[src/design/tfe_pkg.sv]
`timescale 1ns / 1ps
`default_nettype none
// ----------------------------------------------------------------------------
// tfe_pkg: shared types and constants of the tab field escape encoder
// Opcodes, character codes, the escape function and the job descriptor that
// travels from the classifier through the queue to the byte drain.
// ----------------------------------------------------------------------------
package tfe_pkg;

  localparam logic [1:0] OP_BYTE       = 2'd0;
  localparam logic [1:0] OP_END_FIELD  = 2'd1;
  localparam logic [1:0] OP_END_RECORD = 2'd2;

  localparam logic [7:0] CH_TAB       = 8'h09;
  localparam logic [7:0] CH_LF        = 8'h0A;
  localparam logic [7:0] CH_CR        = 8'h0D;
  localparam logic [7:0] CH_BACKSLASH = 8'h5C;
  localparam logic [7:0] CH_UPPER_N   = 8'h4E;
  localparam logic [7:0] CH_LOWER_T   = 8'h74;
  localparam logic [7:0] CH_LOWER_N   = 8'h6E;
  localparam logic [7:0] CH_LOWER_R   = 8'h72;
  localparam logic [7:0] CH_LOWER_X   = 8'h78;
  localparam logic [7:0] CH_PRINT_LO  = 8'h20;
  localparam logic [7:0] CH_PRINT_HI  = 8'h7E;

  localparam int JOB_BYTES = 5;
  localparam int QUEUE_DEPTH = 4;

  // escaped form of one byte, up to four characters, b[0] first
  typedef struct packed {
    logic [3:0][7:0] b;
    logic [2:0]      n;
  } esc_t;

  // all result bytes of one item, bytes[0] first, len in 1..5
  typedef struct packed {
    logic [JOB_BYTES-1:0][7:0] bytes;
    logic [2:0]                len;
  } job_t;

  function automatic logic [7:0] hex_digit(input logic [3:0] v);
    logic [7:0] r;
    if (v < 4'd10) begin
      r = 8'h30 + {4'd0, v};
    end else begin
      r = 8'h61 + {4'd0, v} - 8'd10;
    end
    return r;
  endfunction

  function automatic esc_t escape_byte(input logic [7:0] c);
    esc_t e;
    e.b = '0;
    e.n = 3'd2;
    e.b[0] = CH_BACKSLASH;
    case (c)
      CH_BACKSLASH: e.b[1] = CH_BACKSLASH;
      CH_TAB:       e.b[1] = CH_LOWER_T;
      CH_LF:        e.b[1] = CH_LOWER_N;
      CH_CR:        e.b[1] = CH_LOWER_R;
      default: begin
        if (c >= CH_PRINT_LO && c <= CH_PRINT_HI) begin
          e.b[0] = c;
          e.n    = 3'd1;
        end else begin
          e.b[1] = CH_LOWER_X;
          e.b[2] = hex_digit(c[7:4]);
          e.b[3] = hex_digit(c[3:0]);
          e.n    = 3'd4;
        end
      end
    endcase
    return e;
  endfunction

endpackage
`default_nettype wire

[src/design/tfe_front.sv]
`timescale 1ns / 1ps
`default_nettype none
// ----------------------------------------------------------------------------
// tfe_front: item classifier
// Holds the column and field state, applies the field limit and turns each
// accepted item into one job descriptor holding every byte it produces.
// ----------------------------------------------------------------------------
module tfe_front #(
  parameter int LIMIT_WIDTH = 16
) (
  input  wire logic          clk,
  input  wire logic          rst,
  input  wire logic          item_valid,
  output logic               item_stall,
  input  wire logic [1:0]    opcode,
  input  wire logic [7:0]    data_byte,
  input  wire logic [15:0]   field_limit,
  input  wire logic          queue_full,
  output logic               push,
  output tfe_pkg::job_t      job
);
  import tfe_pkg::*;

  logic                   later_column, later_column_next;
  logic                   field_open, field_open_next;
  logic [LIMIT_WIDTH-1:0] field_count, field_count_next;

  logic                   accept;
  logic [LIMIT_WIDTH-1:0] limit_m;
  logic [LIMIT_WIDTH-1:0] count_base;
  logic                   emit;
  logic                   tab;
  esc_t                   pay;

  assign item_stall = queue_full;
  assign accept     = item_valid && !queue_full;
  assign limit_m    = LIMIT_WIDTH'(field_limit);

  always_comb begin
    later_column_next = later_column;
    field_open_next   = field_open;
    field_count_next  = field_count;
    emit              = 1'b0;
    tab               = 1'b0;
    pay               = '0;
    count_base        = field_open ? field_count : '0;
    unique case (opcode)
      OP_BYTE: begin
        // past the limit of an open field: dropped, state untouched
        if (!(field_open && limit_m != '0 && field_count >= limit_m)) begin
          emit = 1'b1;
          if (!field_open) begin
            tab               = later_column;
            later_column_next = 1'b1;
            field_open_next   = 1'b1;
          end
          field_count_next = (count_base == '1) ? count_base : count_base + 1'b1;
          pay = escape_byte(data_byte);
        end
      end
      OP_END_FIELD: begin
        if (!field_open) begin
          emit              = 1'b1;
          tab               = later_column;
          later_column_next = 1'b1;
          pay.b[0]          = CH_BACKSLASH;
          pay.b[1]          = CH_UPPER_N;
          pay.n             = 3'd2;
        end
        field_open_next  = 1'b0;
        field_count_next = '0;
      end
      OP_END_RECORD: begin
        emit              = 1'b1;
        pay.b[0]          = CH_LF;
        pay.n             = 3'd1;
        later_column_next = 1'b0;
        field_open_next   = 1'b0;
        field_count_next  = '0;
      end
      default: begin
      end
    endcase
  end

  // place the optional tab ahead of the escaped text
  always_comb begin
    job.bytes[0] = tab ? CH_TAB : pay.b[0];
    for (int i = 1; i < 4; i++) begin
      job.bytes[i] = tab ? pay.b[i-1] : pay.b[i];
    end
    job.bytes[4] = tab ? pay.b[3] : 8'h00;
    job.len      = pay.n + {2'b00, tab};
  end

  assign push = accept && emit;

  always_ff @(posedge clk) begin
    if (rst) begin
      later_column <= 1'b0;
      field_open   <= 1'b0;
      field_count  <= '0;
    end else if (accept) begin
      later_column <= later_column_next;
      field_open   <= field_open_next;
      field_count  <= field_count_next;
    end
  end

endmodule
`default_nettype wire

[src/design/tfe_queue.sv]
`timescale 1ns / 1ps
`default_nettype none
// ----------------------------------------------------------------------------
// tfe_queue: job queue
// Short FIFO of job descriptors between the classifier and the byte drain.
// ----------------------------------------------------------------------------
module tfe_queue (
  input  wire logic          clk,
  input  wire logic          rst,
  input  wire logic          push,
  input  wire tfe_pkg::job_t push_job,
  input  wire logic          pop,
  output logic               full,
  output logic               empty,
  output tfe_pkg::job_t      head
);
  import tfe_pkg::*;

  localparam int PW = $clog2(QUEUE_DEPTH);

  job_t          mem [QUEUE_DEPTH];
  logic [PW-1:0] wr_ptr;
  logic [PW-1:0] rd_ptr;
  logic [PW:0]   count;

  assign full  = (count == (PW+1)'(QUEUE_DEPTH));
  assign empty = (count == '0);
  assign head  = mem[rd_ptr];

  always_ff @(posedge clk) begin
    if (push) begin
      mem[wr_ptr] <= push_job;
    end
  end

  always_ff @(posedge clk) begin
    if (rst) begin
      wr_ptr <= '0;
      rd_ptr <= '0;
      count  <= '0;
    end else begin
      if (push) begin
        wr_ptr <= wr_ptr + 1'b1;
      end
      if (pop) begin
        rd_ptr <= rd_ptr + 1'b1;
      end
      if (push && !pop) begin
        count <= count + 1'b1;
      end else if (pop && !push) begin
        count <= count - 1'b1;
      end
    end
  end

endmodule
`default_nettype wire

[src/design/tfe_back.sv]
`timescale 1ns / 1ps
`default_nettype none
// ----------------------------------------------------------------------------
// tfe_back: byte drain
// Walks the head job one byte per cycle, while the output is not stalled,
// into the output register and retires the job on its final beat.
// ----------------------------------------------------------------------------
module tfe_back (
  input  wire logic          clk,
  input  wire logic          rst,
  input  wire logic          empty,
  input  wire tfe_pkg::job_t head,
  output logic               pop,
  output logic               beat_valid,
  input  wire logic          beat_stall,
  output logic [7:0]         out_byte,
  output logic               last_of_run
);
  import tfe_pkg::*;

  logic [2:0] idx;
  logic       load;
  logic       final_byte;

  assign load       = !empty && (!beat_valid || !beat_stall);
  assign final_byte = (idx == head.len - 3'd1);
  assign pop        = load && final_byte;

  always_ff @(posedge clk) begin
    if (rst) begin
      beat_valid <= 1'b0;
      idx        <= '0;
    end else begin
      if (load) begin
        beat_valid <= 1'b1;
        idx        <= final_byte ? 3'd0 : idx + 3'd1;
      end else if (!beat_stall) begin
        beat_valid <= 1'b0;
      end
    end
  end

  always_ff @(posedge clk) begin
    if (load) begin
      out_byte    <= head.bytes[idx];
      last_of_run <= final_byte;
    end
  end

endmodule
`default_nettype wire

[src/design/tab_field_escape_encoder.sv]
// The first beat of an item passes the job queue and then the output register.
// One item per cycle while each item yields at most one byte and neither port
// stalls; the output port moves one byte per cycle, so a longer item holds it for each of its bytes.
// A 4-entry job queue lets the classifier run ahead of the output drain.
// Reset (rst, synchronous): first column, no field open, count 0, queue and
// output register empty.
`timescale 1ns / 1ps
`default_nettype none
// ----------------------------------------------------------------------------
// tab_field_escape_encoder: top level
// Escapes text fields into one tab-separated record, one input byte per item.
// ----------------------------------------------------------------------------
module tab_field_escape_encoder #(
  parameter int LIMIT_WIDTH = 16
) (
  input  wire logic        clk,
  input  wire logic        rst,
  input  wire logic        item_valid,
  output logic             item_stall,
  input  wire logic [1:0]  opcode,
  input  wire logic [7:0]  data_byte,
  input  wire logic [15:0] field_limit,
  output logic             beat_valid,
  input  wire logic        beat_stall,
  output logic [7:0]       out_byte,
  output logic             last_of_run
);
  import tfe_pkg::*;

  logic push;
  logic pop;
  logic full;
  logic empty;
  job_t push_job;
  job_t head;

  tfe_front #(
    .LIMIT_WIDTH(LIMIT_WIDTH)
  ) u_front (
    .clk        (clk),
    .rst        (rst),
    .item_valid (item_valid),
    .item_stall (item_stall),
    .opcode     (opcode),
    .data_byte  (data_byte),
    .field_limit(field_limit),
    .queue_full (full),
    .push       (push),
    .job        (push_job)
  );

  tfe_queue u_queue (
    .clk     (clk),
    .rst     (rst),
    .push    (push),
    .push_job(push_job),
    .pop     (pop),
    .full    (full),
    .empty   (empty),
    .head    (head)
  );

  tfe_back u_back (
    .clk        (clk),
    .rst        (rst),
    .empty      (empty),
    .head       (head),
    .pop        (pop),
    .beat_valid (beat_valid),
    .beat_stall (beat_stall),
    .out_byte   (out_byte),
    .last_of_run(last_of_run)
  );

endmodule
`default_nettype wire

[config.mk]
export PLATFORM = sky130hd
export DESIGN_NAME = tab_field_escape_encoder
export DESIGN_NICKNAME = d
export VERILOG_FILES = /design/src/design/tfe_pkg.sv /design/src/design/tfe_front.sv /design/src/design/tfe_queue.sv /design/src/design/tfe_back.sv /design/src/design/tab_field_escape_encoder.sv
export SDC_FILE = /design/constraint.sdc
export NUM_CORES = 1
export LEC_CHECK = 0
export BUFFER_PORTS_ARGS = -buffer_cell sky130_fd_sc_hd__buf_2
export CELL_PAD_IN_SITES_DETAIL_PLACEMENT = 1
export CELL_PAD_IN_SITES_GLOBAL_PLACEMENT = 2
export CORE_MARGIN = 5
export CORE_UTILIZATION = 40
export CTS_CLUSTER_DIAMETER = 80
export DETAILED_ROUTE_END_ITERATION = 7
export PLACE_DENSITY = 0.87
export SYNTH_ARGS = -nofsm -noshare
export SYNTH_HDL_FRONTEND = slang
export SYNTH_SLANG_ARGS = --single-unit
[constraint.sdc]
create_clock -name clk -period 3.68 [get_ports clk]
set_input_delay 0.736 -clock clk [delete_from_list [all_inputs] [get_ports clk]]
set_output_delay 0.736 -clock clk [all_outputs]
set_load 0.02 [all_outputs]
==> metrics.md, run 1 <==
| Metric | Value |
|---|---|
| GRT Total Usage | 18.3% |
| Final Skew | 0.0138 ns |
| P per Cell Area | 563 nW/um^2 |
| Synthesized area | 9770 sq um |
| Placed instance area | 10500 sq um |
| CP startpoint | u_front.field_count[0] |
| Gr ovfl total | 0 |
| DR iter-0 viols | 545 |
| Antenna diodes | 0 |
| Root Buffer | clkbuf_16 |
| Layout cells sized above 1 | 20.5% |
| Switching share of power | 31.1% |
| Placer Congestion | 0.820 |
| Synth Flop Type | edfxtp_1 |
| R2R cell count | 13 |
| Crit Path Max Fanout | 7 |
| Io pins | 41 |
| Clock power frac | 32.3% |
| Vias post-DR | 6479 |
| Netlist cell types | 67 |
| TritonCTS Buffers | 17 |
| Worst VDD drop | 314 uV |
| Commonest non-fill, non-tap cell in the layout | edfxtp_1 |
| Setup slack, reg-to-reg | 0.45 ns |
| Leakage | 3.97 nW |
| Number of synthesized flops with an enable pin | 169 |
| Register area share after synthesis | 58.3% |
| FMAX | 310 MHz |
| # fillers | 2486 |
| Clock Sinks | 200 |
| Tcrit/Tclk final | 87.8% |
| Starting Density | 40.4% |
| CP Data Required Time | 4.05 ns |
| Final non-filler cell total | 1125 |
| Nets | 857 |
| CP Capture Type | flip-flop |
| Hold crit path type | flip-flop to flip-flop |
| DIE WIDTH | 166 microns |
| Minimum clock period after layout | 3.23 ns |
| Vias per cell | 5.76 |
| Most frequent cells in the layout | edfxtp_1, nor2_1, nand2_1 |
| Power share of the combinational group | 23.3% |
| Final setup fails | 0 |
| Vias in the first global route | 6837 |
| Max H-tree Level | 4 |
| Fin area | 11200 sq um |
| DP Wirelength | 17300 microns |
| Post-Place Cells | 1093 |
| MaxCap Viol Count | 0 |
| Later-pin clock latency in the skew report | 0.45 ns |
| Row count | 57 |
| CTS tree | yes |
| Setup TNS | 0 ns |
| Slew headroom | 50.6% |
| Worst path arrival time | 3.60 ns |
| Launch point of the worst reg-to-reg path | u_front.field_count[0] |
| WL/cell | 22.2 microns |
| Initial DRT Pass Iterations | 5 |
| Post-CTS Resized | 0 |
| First-pass GRT wire length | 39700 microns |
| Setup crit start kind | flip-flop |
| Initial antenna violation count | 0 |
| Number of nets with antenna violations after routing | 0 |
| Sw Pwr | 1.96 mW |
| IO buf count | 40 |
| RSZ-0062 raised after global routing | no |
| Final Slew Violations | 0 |
| Worst reg2reg path endpoint | u_queue.count[2] |
| Sequential share of power | 44.5% |
| Largest net degree at the start of global routing | 41 |
| Synth Area per Inst | 13.3 sq um |
| CTS max path bufs | 2 |
| Setup crit end | u_queue.count[2] |
| Post-Syn Instances | 734 |
| # hold bufs at CTS | 0 |
| P_int | 4.33 mW |
| Syn. warnings | 0 |
| Die H | 166 microns |
| Endpoints failing hold | 0 |
| Area Overhead vs Synth | 14.5% |
| Kind of critical path | flip-flop to flip-flop |
| Status | finished, final reports clean |
| Number of remaining DRC errors | 0 |
| Setup Fix Bufs, Post-CTS | 0 |
| Flop and latch count out of synthesis | 200 |
| Worst-margin pin slew | 0.736 ns |
| FFs w/ async S/R, synth | 0% |
| DIE AREA | 27600 sq um |
| Clock transition at the registers of the reported paths | 0.09 ns |
| Final WL | 25000 microns |
| Core area | 24200 sq um |
[how the worst min path moves through the flow]
stage	cells after the start	slack [ns]	endpoint	startpoint
floorplan	1	0.46	u_front.field_count[15]	u_front.field_count[15]
global placement	2	0.45	u_back.beat_valid	u_back.beat_valid
detailed placement	2	0.47	u_back.beat_valid	u_back.beat_valid
CTS	2	0.48	u_back.beat_valid	u_back.beat_valid
global route	2	0.51	u_back.beat_valid	u_back.beat_valid
finish	2	0.47	u_back.beat_valid	u_back.beat_valid
[cell usage after synthesis, types with 6 or more instances]
master    count  area, sq um
nor4_1       10         62.6
and3_1       11         68.8
nor2b_1      10         62.6
mux4_2       42          946
nand2_1      44          165
o22ai_1       6         37.5
nand4_1      12         75.1
nand2b_1      7         43.8
ha_1         38          475
mux2i_1      16          160
o31ai_1       8         60.1
nor2_1       47          176
o41ai_1      10         87.6
xnor2_1      10         87.6
a21oi_1      26          130
nand3_1      13         65.1
nor3_1       18         90.1
inv_1        39          146
and2_1        9         56.3
dfxtp_1      31          621
edfxtp_1    169         5070
buf_2         9         45.0
buf_1         8         30.0
clkbuf_1     24         90.1
o311ai_0      8         70.1
o21ai_0      29          145
a31oi_1       9         56.3
[per-layer routing]
metal / vias to the layer above / part of all wire, % / global-route usage (%)
met1: 3313 / 44 / 24.8
li1: 2957 / - / -
met2: 181 / 50 / 30.7
met3: 28 / 4.6 / 2.98
met5: - / 0 / 0
met4: 0 / 1.5 / 5.44
[power by group through the flow]
stage               Combinational [mW]  Sequential (mW)  Clock (mW)
finish                            1.46             2.80        2.03
global route                      1.60             2.82        2.18
CTS                               1.50             2.80        2.06
detailed placement                1.48             2.85           0
global placement                  1.43             2.84           0
floorplan                        0.933             2.90           0
[stage by stage]
stage | total power [mW] | hold slack (ns) | util (%) | setup WS [ns]
global route | 6.60 | 0.513 | 46.2 | 0.252
detailed placement | 4.33 | 0.469 | 43.5 | 0.0562
floorplan | 3.84 | 0.460 | - | 0.210
global placement | 4.27 | 0.455 | 43.5 | 0.153
CTS | 6.36 | 0.479 | 46.2 | 0.441
finish | 6.29 | 0.473 | 46.2 | 0.450
[flip-flops by register name, summed over array words and instances (netlist names), named ones only]
| name | flops |
|---|---|
| u_back.idx | 3 |
| u_front.field_open | 1 |
| u_back.last_of_run | 1 |
| u_queue.mem | 160 |
| u_back.out_byte | 8 |
| u_front.field_count | 16 |
| u_front.later_column | 1 |
| u_queue.count | 3 |
| u_queue.rd_ptr | 2 |
| u_queue.wr_ptr | 2 |
| u_back.beat_valid | 1 |
[cell type report]
class                           instances  area (sq um)  area share, %
Sequential cell                       200          5700           51.0
Multi-Input combinational cell        459          3770           33.7
Timing Repair Buffer                   71           495           4.43
Clock buffer                           17           425           3.81
Tap cell                              324           405           3.63
Clock inverter                         15           238           2.13
Inverter                               39           146           1.31
[kinds of logic after synthesis]
logic type / after synthesis / synth area share [%]
buffers and inverters: 82 / 3.42
AOI/OAI and AO/OA: 133 / 9.42
and+or+nand+nor: 206 / 11.0
xor gates and xnor gates: 14 / 1.26
adders and majority gates: 39 / 5.07
muxes: 59 / 11.5
other: 1 / 0.0384
DFF: 200 / 58.3
[critical path, stage by stage (launching register included)]
cell,delay (ns)
dfxtp_1,0.38
inv_1,0.08
ha_1,0.26
nand2b_1,0.15
a2111o_1,0.46
nand3_1,0.10
a32o_1,0.25
o31a_4,0.20
ha_1,0.19
inv_1,0.06
fa_1,0.37
xor2_1,0.18
or3_1,0.32
a21oi_1,0.15
Note: power is estimated with default switching activity, not from simulation.
==> run 2, diff against run 1 <==
- MAX_ROUTING_LAYER: not set -> met4
==> run 2 against run 1 <==
Count of clock-buffer cells in the layout unchanged. Routed wire length hardly changed. Hold slack hardly changed. Largest power group unchanged.
==> metrics.md, run 2 (synthesized netlist as in run 1, its figures left out) <==
| Metric | Value |
|---|---|
| Status | finished, final reports clean |
| Area Overhead vs Synth | 14.5% (unchanged) |
| Hold crit path type | flip-flop to flip-flop |
| Launch point of the worst reg-to-reg path | u_front.field_count[0] |
| DP Wirelength | 17300 microns (unchanged) |
| Setup TNS | 0 ns (unchanged) |
| CTS tree | yes |
| Io pins | 41 (unchanged) |
| Origin of the worst min-delay path | u_back.beat_valid |
| Worst path arrival time | 3.60 ns (about the same) |
| Row count | 57 (unchanged) |
| Largest regs | u_queue.mem: 160 flops, u_front.field_count: 16 flops, u_back.out_byte: 8 flops |
| DIE WIDTH | 166 microns (unchanged) |
| Biggest register | u_queue.mem |
| R2R cell count | 13 (unchanged) |
| Leakage | 3.97 nW (unchanged) |
| CTS max path bufs | 2 (unchanged) |
| # hold bufs at CTS | 0 (unchanged) |
| Nets | 857 (unchanged) |
| Worst reg2reg path endpoint | u_queue.count[2] |
| Sw Pwr | 1.96 mW (about the same) |
| MaxCap Viol Count | 0 (unchanged) |
| Clock Sinks | 200 (unchanged) |
| TritonCTS Buffers | 17 (unchanged) |
| Minimum clock period after layout | 3.23 ns (-0.000747 ns) |
| Core area | 24200 sq um (unchanged) |
| Max H-tree Level | 4 (unchanged) |
| Die H | 166 microns (unchanged) |
| Root Buffer | clkbuf_16 |
| Final WL | 25000 microns (about the same) |
| Tcrit/Tclk final | 87.8% (about the same) |
| CP Data Required Time | 4.05 ns (about the same) |
| Initial DRT Pass Iterations | 5 (unchanged) |
| Clock transition at the registers of the reported paths | 0.09 ns (about the same) |
| Setup slack, reg-to-reg | 0.45 ns (about the same) |
| Vias in the first global route | 6817 (-0.29%) |
| GRT Total Usage | 18.9% (+0.57 points) |
| Layout cells sized above 1 | 20.5% (unchanged) |
| P_int | 4.33 mW (about the same) |
| Worst VDD drop | 312 uV (-0.57%) |
| IO buf count | 40 (unchanged) |
| CP Capture Type | flip-flop |
| DR iter-0 viols | 569 (+4.4%) |
| Final Slew Violations | 0 (unchanged) |
| Starting Density | 40.4% (unchanged) |
| Core Util, Final | 46.2% (unchanged) |
| WHS Path Cells | 2 (unchanged) |
| Hold Path Sink | u_back.beat_valid |
| Number of nets with antenna violations after routing | 0 (unchanged) |
| Later-pin clock latency in the skew report | 0.45 ns (about the same) |
| Crit Path Max Fanout | 7 (unchanged) |
| Switching share of power | 31.1% (about the same) |
| Antenna diodes | 0 (unchanged) |
| Setup Fix Bufs, Post-CTS | 0 (unchanged) |
| Most frequent cells in the layout | edfxtp_1, nor2_1, nand2_1 |
| Max reg flops | 160 (unchanged) |
| Post-Place Cells | 1093 (unchanged) |
| FMAX | 310 MHz (about the same) |
| Final non-filler cell total | 1125 (unchanged) |
| WL/cell | 22.2 microns (about the same) |
| Largest net degree at the start of global routing | 41 (unchanged) |
| DIE AREA | 27600 sq um (unchanged) |
| First-pass GRT wire length | 39800 microns (about the same) |
| Initial antenna violation count | 0 (unchanged) |
| Vias post-DR | 6456 (-0.35%) |
| Setup crit start kind | flip-flop |
| Power share of the combinational group | 23.3% (about the same) |
| Gr ovfl total | 0 (unchanged) |
| RSZ-0062 raised after global routing | no |
| P per Cell Area | 563 nW/um^2 (about the same) |
| Worst-margin pin slew | 0.818 ns (+0.0823 ns) |
| Placer Congestion | 0.832 (+1.5%) |
| Slew headroom | 45.1% (-5.5 points) |
| Vias per cell | 5.74 (-0.35%) |
| Final Skew | 0.0146 ns (+0.000781 ns) |
| Post-CTS Resized | 0 (unchanged) |
| Kind of critical path | flip-flop to flip-flop |
| Commonest non-fill, non-tap cell in the layout | edfxtp_1 |
| Number of remaining DRC errors | 0 (unchanged) |
| Sequential share of power | 44.5% (about the same) |
| Clock power frac | 32.3% (about the same) |
| Final setup fails | 0 (unchanged) |
| Endpoints failing hold | 0 (unchanged) |
run 2: routing by layer:
metal / global-route usage [%] / vias up / routed length, microns
li1: - / 2950 / -
met1: 25.0 / 3309 / 11000
met2: 30.6 / 165 / 12400
met3: 2.74 / 32 / 1090
met4: 5.66 / 0 / 465
met5: - / - / 0
run 2: area by class of cell:
class / instances / area, sq um
fill: 2486 / 13000
sequential: 200 / 5700
multi-input combinational: 459 / 3770
timing repair buffer: 71 / 495
clock buffer: 17 / 425
tap: 324 / 405
clock inverter: 15 / 238
inverter: 39 / 146
run 2: through the flow:
| step | instance area (sq um) | hold WS (ns) | power [mW] | setup slack (ns) |
|---|---|---|---|---|
| detailed placement | 10500 | 0.469 | 4.33 | 0.0562 |
| CTS | 11200 | 0.479 | 6.36 | 0.441 |
| finish | 11200 | 0.473 | 6.29 | 0.451 |
| floorplan | 9790 | 0.460 | 3.84 | 0.210 |
| global route | 11200 | 0.513 | 6.60 | 0.252 |
| global placement | 10500 | 0.455 | 4.27 | 0.153 |
run 2: power by group through the flow:
stage          Combinational (mW)  Clock (mW)  Sequential [mW]
3_5_place_dp                 1.48           0             2.85
6_report                     1.46        2.03             2.80
3_3_place_gp                 1.43           0             2.84
4_1_cts                      1.50        2.06             2.80
2_1_floorplan               0.933           0             2.90
5_1_grt                      1.61        2.18             2.82
run 2: critical path: stages, from the launching register on:
cell	delay, ns
dfxtp_1	0.38
inv_1	0.08
ha_1	0.26
nand2b_1	0.15
a2111o_1	0.46
nand3_1	0.10
a32o_1	0.25
o31a_4	0.20
ha_1	0.19
inv_1	0.06
fa_1	0.37
xor2_1	0.18
or3_1	0.32
a21oi_1	0.15
run 2: worst max path at each step:
stage,start,slack [ns],endpoint,cells after the start
after global placement,field_limit[14],0.15,u_queue.count[2],14
after CTS,u_front.field_count[0],0.44,u_queue.count[2],13
after floorplan,field_limit[0],0.21,u_queue.mem[2][0],8
final,u_front.field_count[0],0.45,u_queue.count[2],13
after detailed placement,field_limit[0],0.06,u_queue.count[2],13
after global routing,u_front.field_count[0],0.25,u_queue.count[2],13
==> run 3, diff against run 2 <==
==> constraint.sdc (replaced) <==
create_clock -name clk -period 3.68 [get_ports clk]
set_input_delay 0.184 -clock clk [delete_from_list [all_inputs] [get_ports clk]]
set_output_delay 0.184 -clock clk [all_outputs]
set_load 0.02 [all_outputs]
==> run 3 against run 2 <==
Critical path depth is 1 lower. Highest routed layer unchanged. Sequential power is essentially flat. Critical path type unchanged. Register-to-register slack lost 0.03 ns. Power is 3.4% lower. Die area unchanged. Count of clock-buffer cells in the layout is the same. Global-route usage shrank 0.49 points.
==> metrics.md, run 3 (synthesized netlist as in run 1, its figures left out) <==
| Metric | Value |
|---|---|
| Status | finished, final reports clean |
| Worst-margin pin slew | 1.15 ns (+0.331 ns) |
| Leakage | 3.85 nW (-2.9%) |
| Vias post-DR | 6396 (-0.93%) |
| CP Data Required Time | 4.04 ns (about the same) |
| Placed instance area | 10300 sq um (-1.7%) |
| Layout cells sized above 1 | 18.8% (-1.7 points) |
| Final Skew | 0.0120 ns (-0.00265 ns) |
| Later-pin clock latency in the skew report | 0.44 ns (about the same) |
| Die H | 166 microns (unchanged) |
| Post-CTS Resized | 0 (unchanged) |
| Initial antenna violation count | 0 (unchanged) |
| Vias per cell | 5.76 (+0.32%) |
| DIE AREA | 27600 sq um (unchanged) |
| Max H-tree Level | 4 (unchanged) |
| GRT Total Usage | 18.4% (-0.49 points) |
| Top cell by count, worst path | ha_1 |
| Row count | 57 (unchanged) |
| Number of remaining DRC errors | 0 (unchanged) |
| Clock Sinks | 200 (unchanged) |
| MaxCap Viol Count | 0 (unchanged) |
| Number of nets with antenna violations after routing | 0 (unchanged) |
| Largest net degree at the start of global routing | 41 (unchanged) |
| Hold crit path type | input pin to flip-flop |
| Slowest-stage cell, CP | dfxtp_1 |
| Tcrit/Tclk final | 88.5% (+0.73 points) |
| Critical path's top delay family | simple AND/OR/NAND/NOR gates |
| Buf/Inv on CP | 1 (-1) |
| Nets | 843 (-1.6%) |
| Antenna diodes | 0 (unchanged) |
| WL/cell | 21.8 microns (-1.8%) |
| Max reg flops | 160 (unchanged) |
| Vias in the first global route | 6677 (-2.1%) |
| Starting Density | 40.4% (unchanged) |
| CTS tree | yes |
| WP depth | 12 (-1) |
| Worst-path cell chain | ha_1 > nand4_2 > nor3_1 > nand2_1 > a32o_1 > o31a_4 > ha_1 > inv_1 > fa_1 > xor2_1 > or3_1 > a21oi_1 |
| Final setup fails | 0 (unchanged) |
| Io pins | 41 (unchanged) |
| Biggest register | u_queue.mem |
| Crit Path Max Fanout | 7 (unchanged) |
| TritonCTS Buffers | 17 (unchanged) |
| Core area | 24200 sq um (unchanged) |
| DIE WIDTH | 166 microns (unchanged) |
| FMAX | 307 MHz (-0.82%) |
| CTS max path bufs | 2 (unchanged) |
| Most frequent cells in the layout | edfxtp_1, nor2_1, nand2_1 |
| CP Capture Type | flip-flop |
| Placer Congestion | 0.860 (+3.4%) |
| Fin area | 10900 sq um (-2.1%) |
| R2R cell count | 12 (-1) |
| Clock transition at the registers of the reported paths | 0.08 ns (about the same) |
| Final Slew Violations | 0 (unchanged) |
| First-pass GRT wire length | 38800 microns (-2.6%) |
| RSZ-0062 raised after global routing | no |
| Gr ovfl total | 0 (unchanged) |
| Origin of the worst min-delay path | rst |
| DR iter-0 viols | 565 (-0.70%) |
| P per Cell Area | 555 nW/um^2 (-1.3%) |
| Worst reg2reg path endpoint | u_queue.count[2] |
| Setup slack, reg-to-reg | 0.42 ns (-0.03 ns) |
| Launch point of the worst reg-to-reg path | u_front.field_count[12] |
| Setup crit start kind | flip-flop |
| DP Wirelength | 16400 microns (-5.2%) |
| Endpoints failing hold | 0 (unchanged) |
| Hold Path Sink | u_queue.count[1] |
| Area Overhead vs Synth | 12.1% |
| Largest regs | u_queue.mem: 160 flops, u_front.field_count: 16 flops, u_back.out_byte: 8 flops |
| Root Buffer | clkbuf_16 |
| IO buf count | 40 (unchanged) |
| Minimum clock period after layout | 3.26 ns (+0.0268 ns) |
| Commonest non-fill, non-tap cell in the layout | edfxtp_1 |
| Setup TNS | 0 ns (unchanged) |
| Final WL | 24200 microns (-3.0%) |
| Worst path arrival time | 3.62 ns (+0.02 ns) |
| Largest stage delay, worst path | 0.39 ns (-0.07 ns) |
| Worst VDD drop | 311 uV (-0.35%) |
| Slew headroom | 23.4% (-22 points) |
| Kind of critical path | flip-flop to flip-flop |
| WHS Path Cells | 2 (unchanged) |
| Initial DRT Pass Iterations | 6 (+1) |
[run 3: area by class of cell]
type / count / area [sq um]
clock inverter: 15 / 169
clock buffer: 17 / 425
fill: 2528 / 13200
sequential: 200 / 5700
tap: 324 / 405
multi-input combinational: 459 / 3770
timing repair buffer: 57 / 330
inverter: 39 / 146
[run 3: layer usage]
metal	vias to the layer above	share of wire, %	wire [microns]	GRT usage [%]
met2	194	50	12000	29.5
met3	28	4.5	1080	2.93
li1	2924	-	-	-
met1	3250	45	10800	24.5
met5	-	0	0	-
met4	0	1.2	294	5.41
[run 3: per-stage QoR]
stage	total power [mW]	cells	setup slack (ns)	util [%]	hold slack [ns]
2_1_floorplan	3.84	741	0.241	-	0.329
3_3_place_gp	4.23	1078	0.596	42.8	0.456
3_5_place_dp	4.29	1078	0.446	42.8	0.460
4_1_cts	6.14	1111	0.427	45.3	0.167
5_1_grt	6.38	1111	0.261	45.3	0.184
6_report	6.08	1111	0.424	45.3	0.178
[run 3: how the worst max path moves through the flow]
stage,slack (ns),start,endpoint
2_1_floorplan,0.24,flip-flop,u_queue.count[2]
3_3_place_gp,0.60,u_front.field_count[0],u_queue.mem[0][10]
3_5_place_dp,0.45,u_front.field_count[12],u_queue.count[2]
4_1_cts,0.43,u_front.field_count[12],u_queue.count[2]
5_1_grt,0.26,u_front.field_count[12],u_queue.count[2]
6_report,0.42,u_front.field_count[12],u_queue.count[2]
[run 3: timing repair]
action | 4_1_cts | 5_1_grt
hold buffers | 1 | 0
buffers inserted | 0 | 0
hold endpoints to repair | 1 | 0
[run 3: power breakdown]
part / switching, mW / internal, mW / leakage (nW)
logic: 0.855 / 0.559 / 1.70
registers: 0.0755 / 2.72 / 1.86
clock network: 0.944 / 0.922 / 0.292
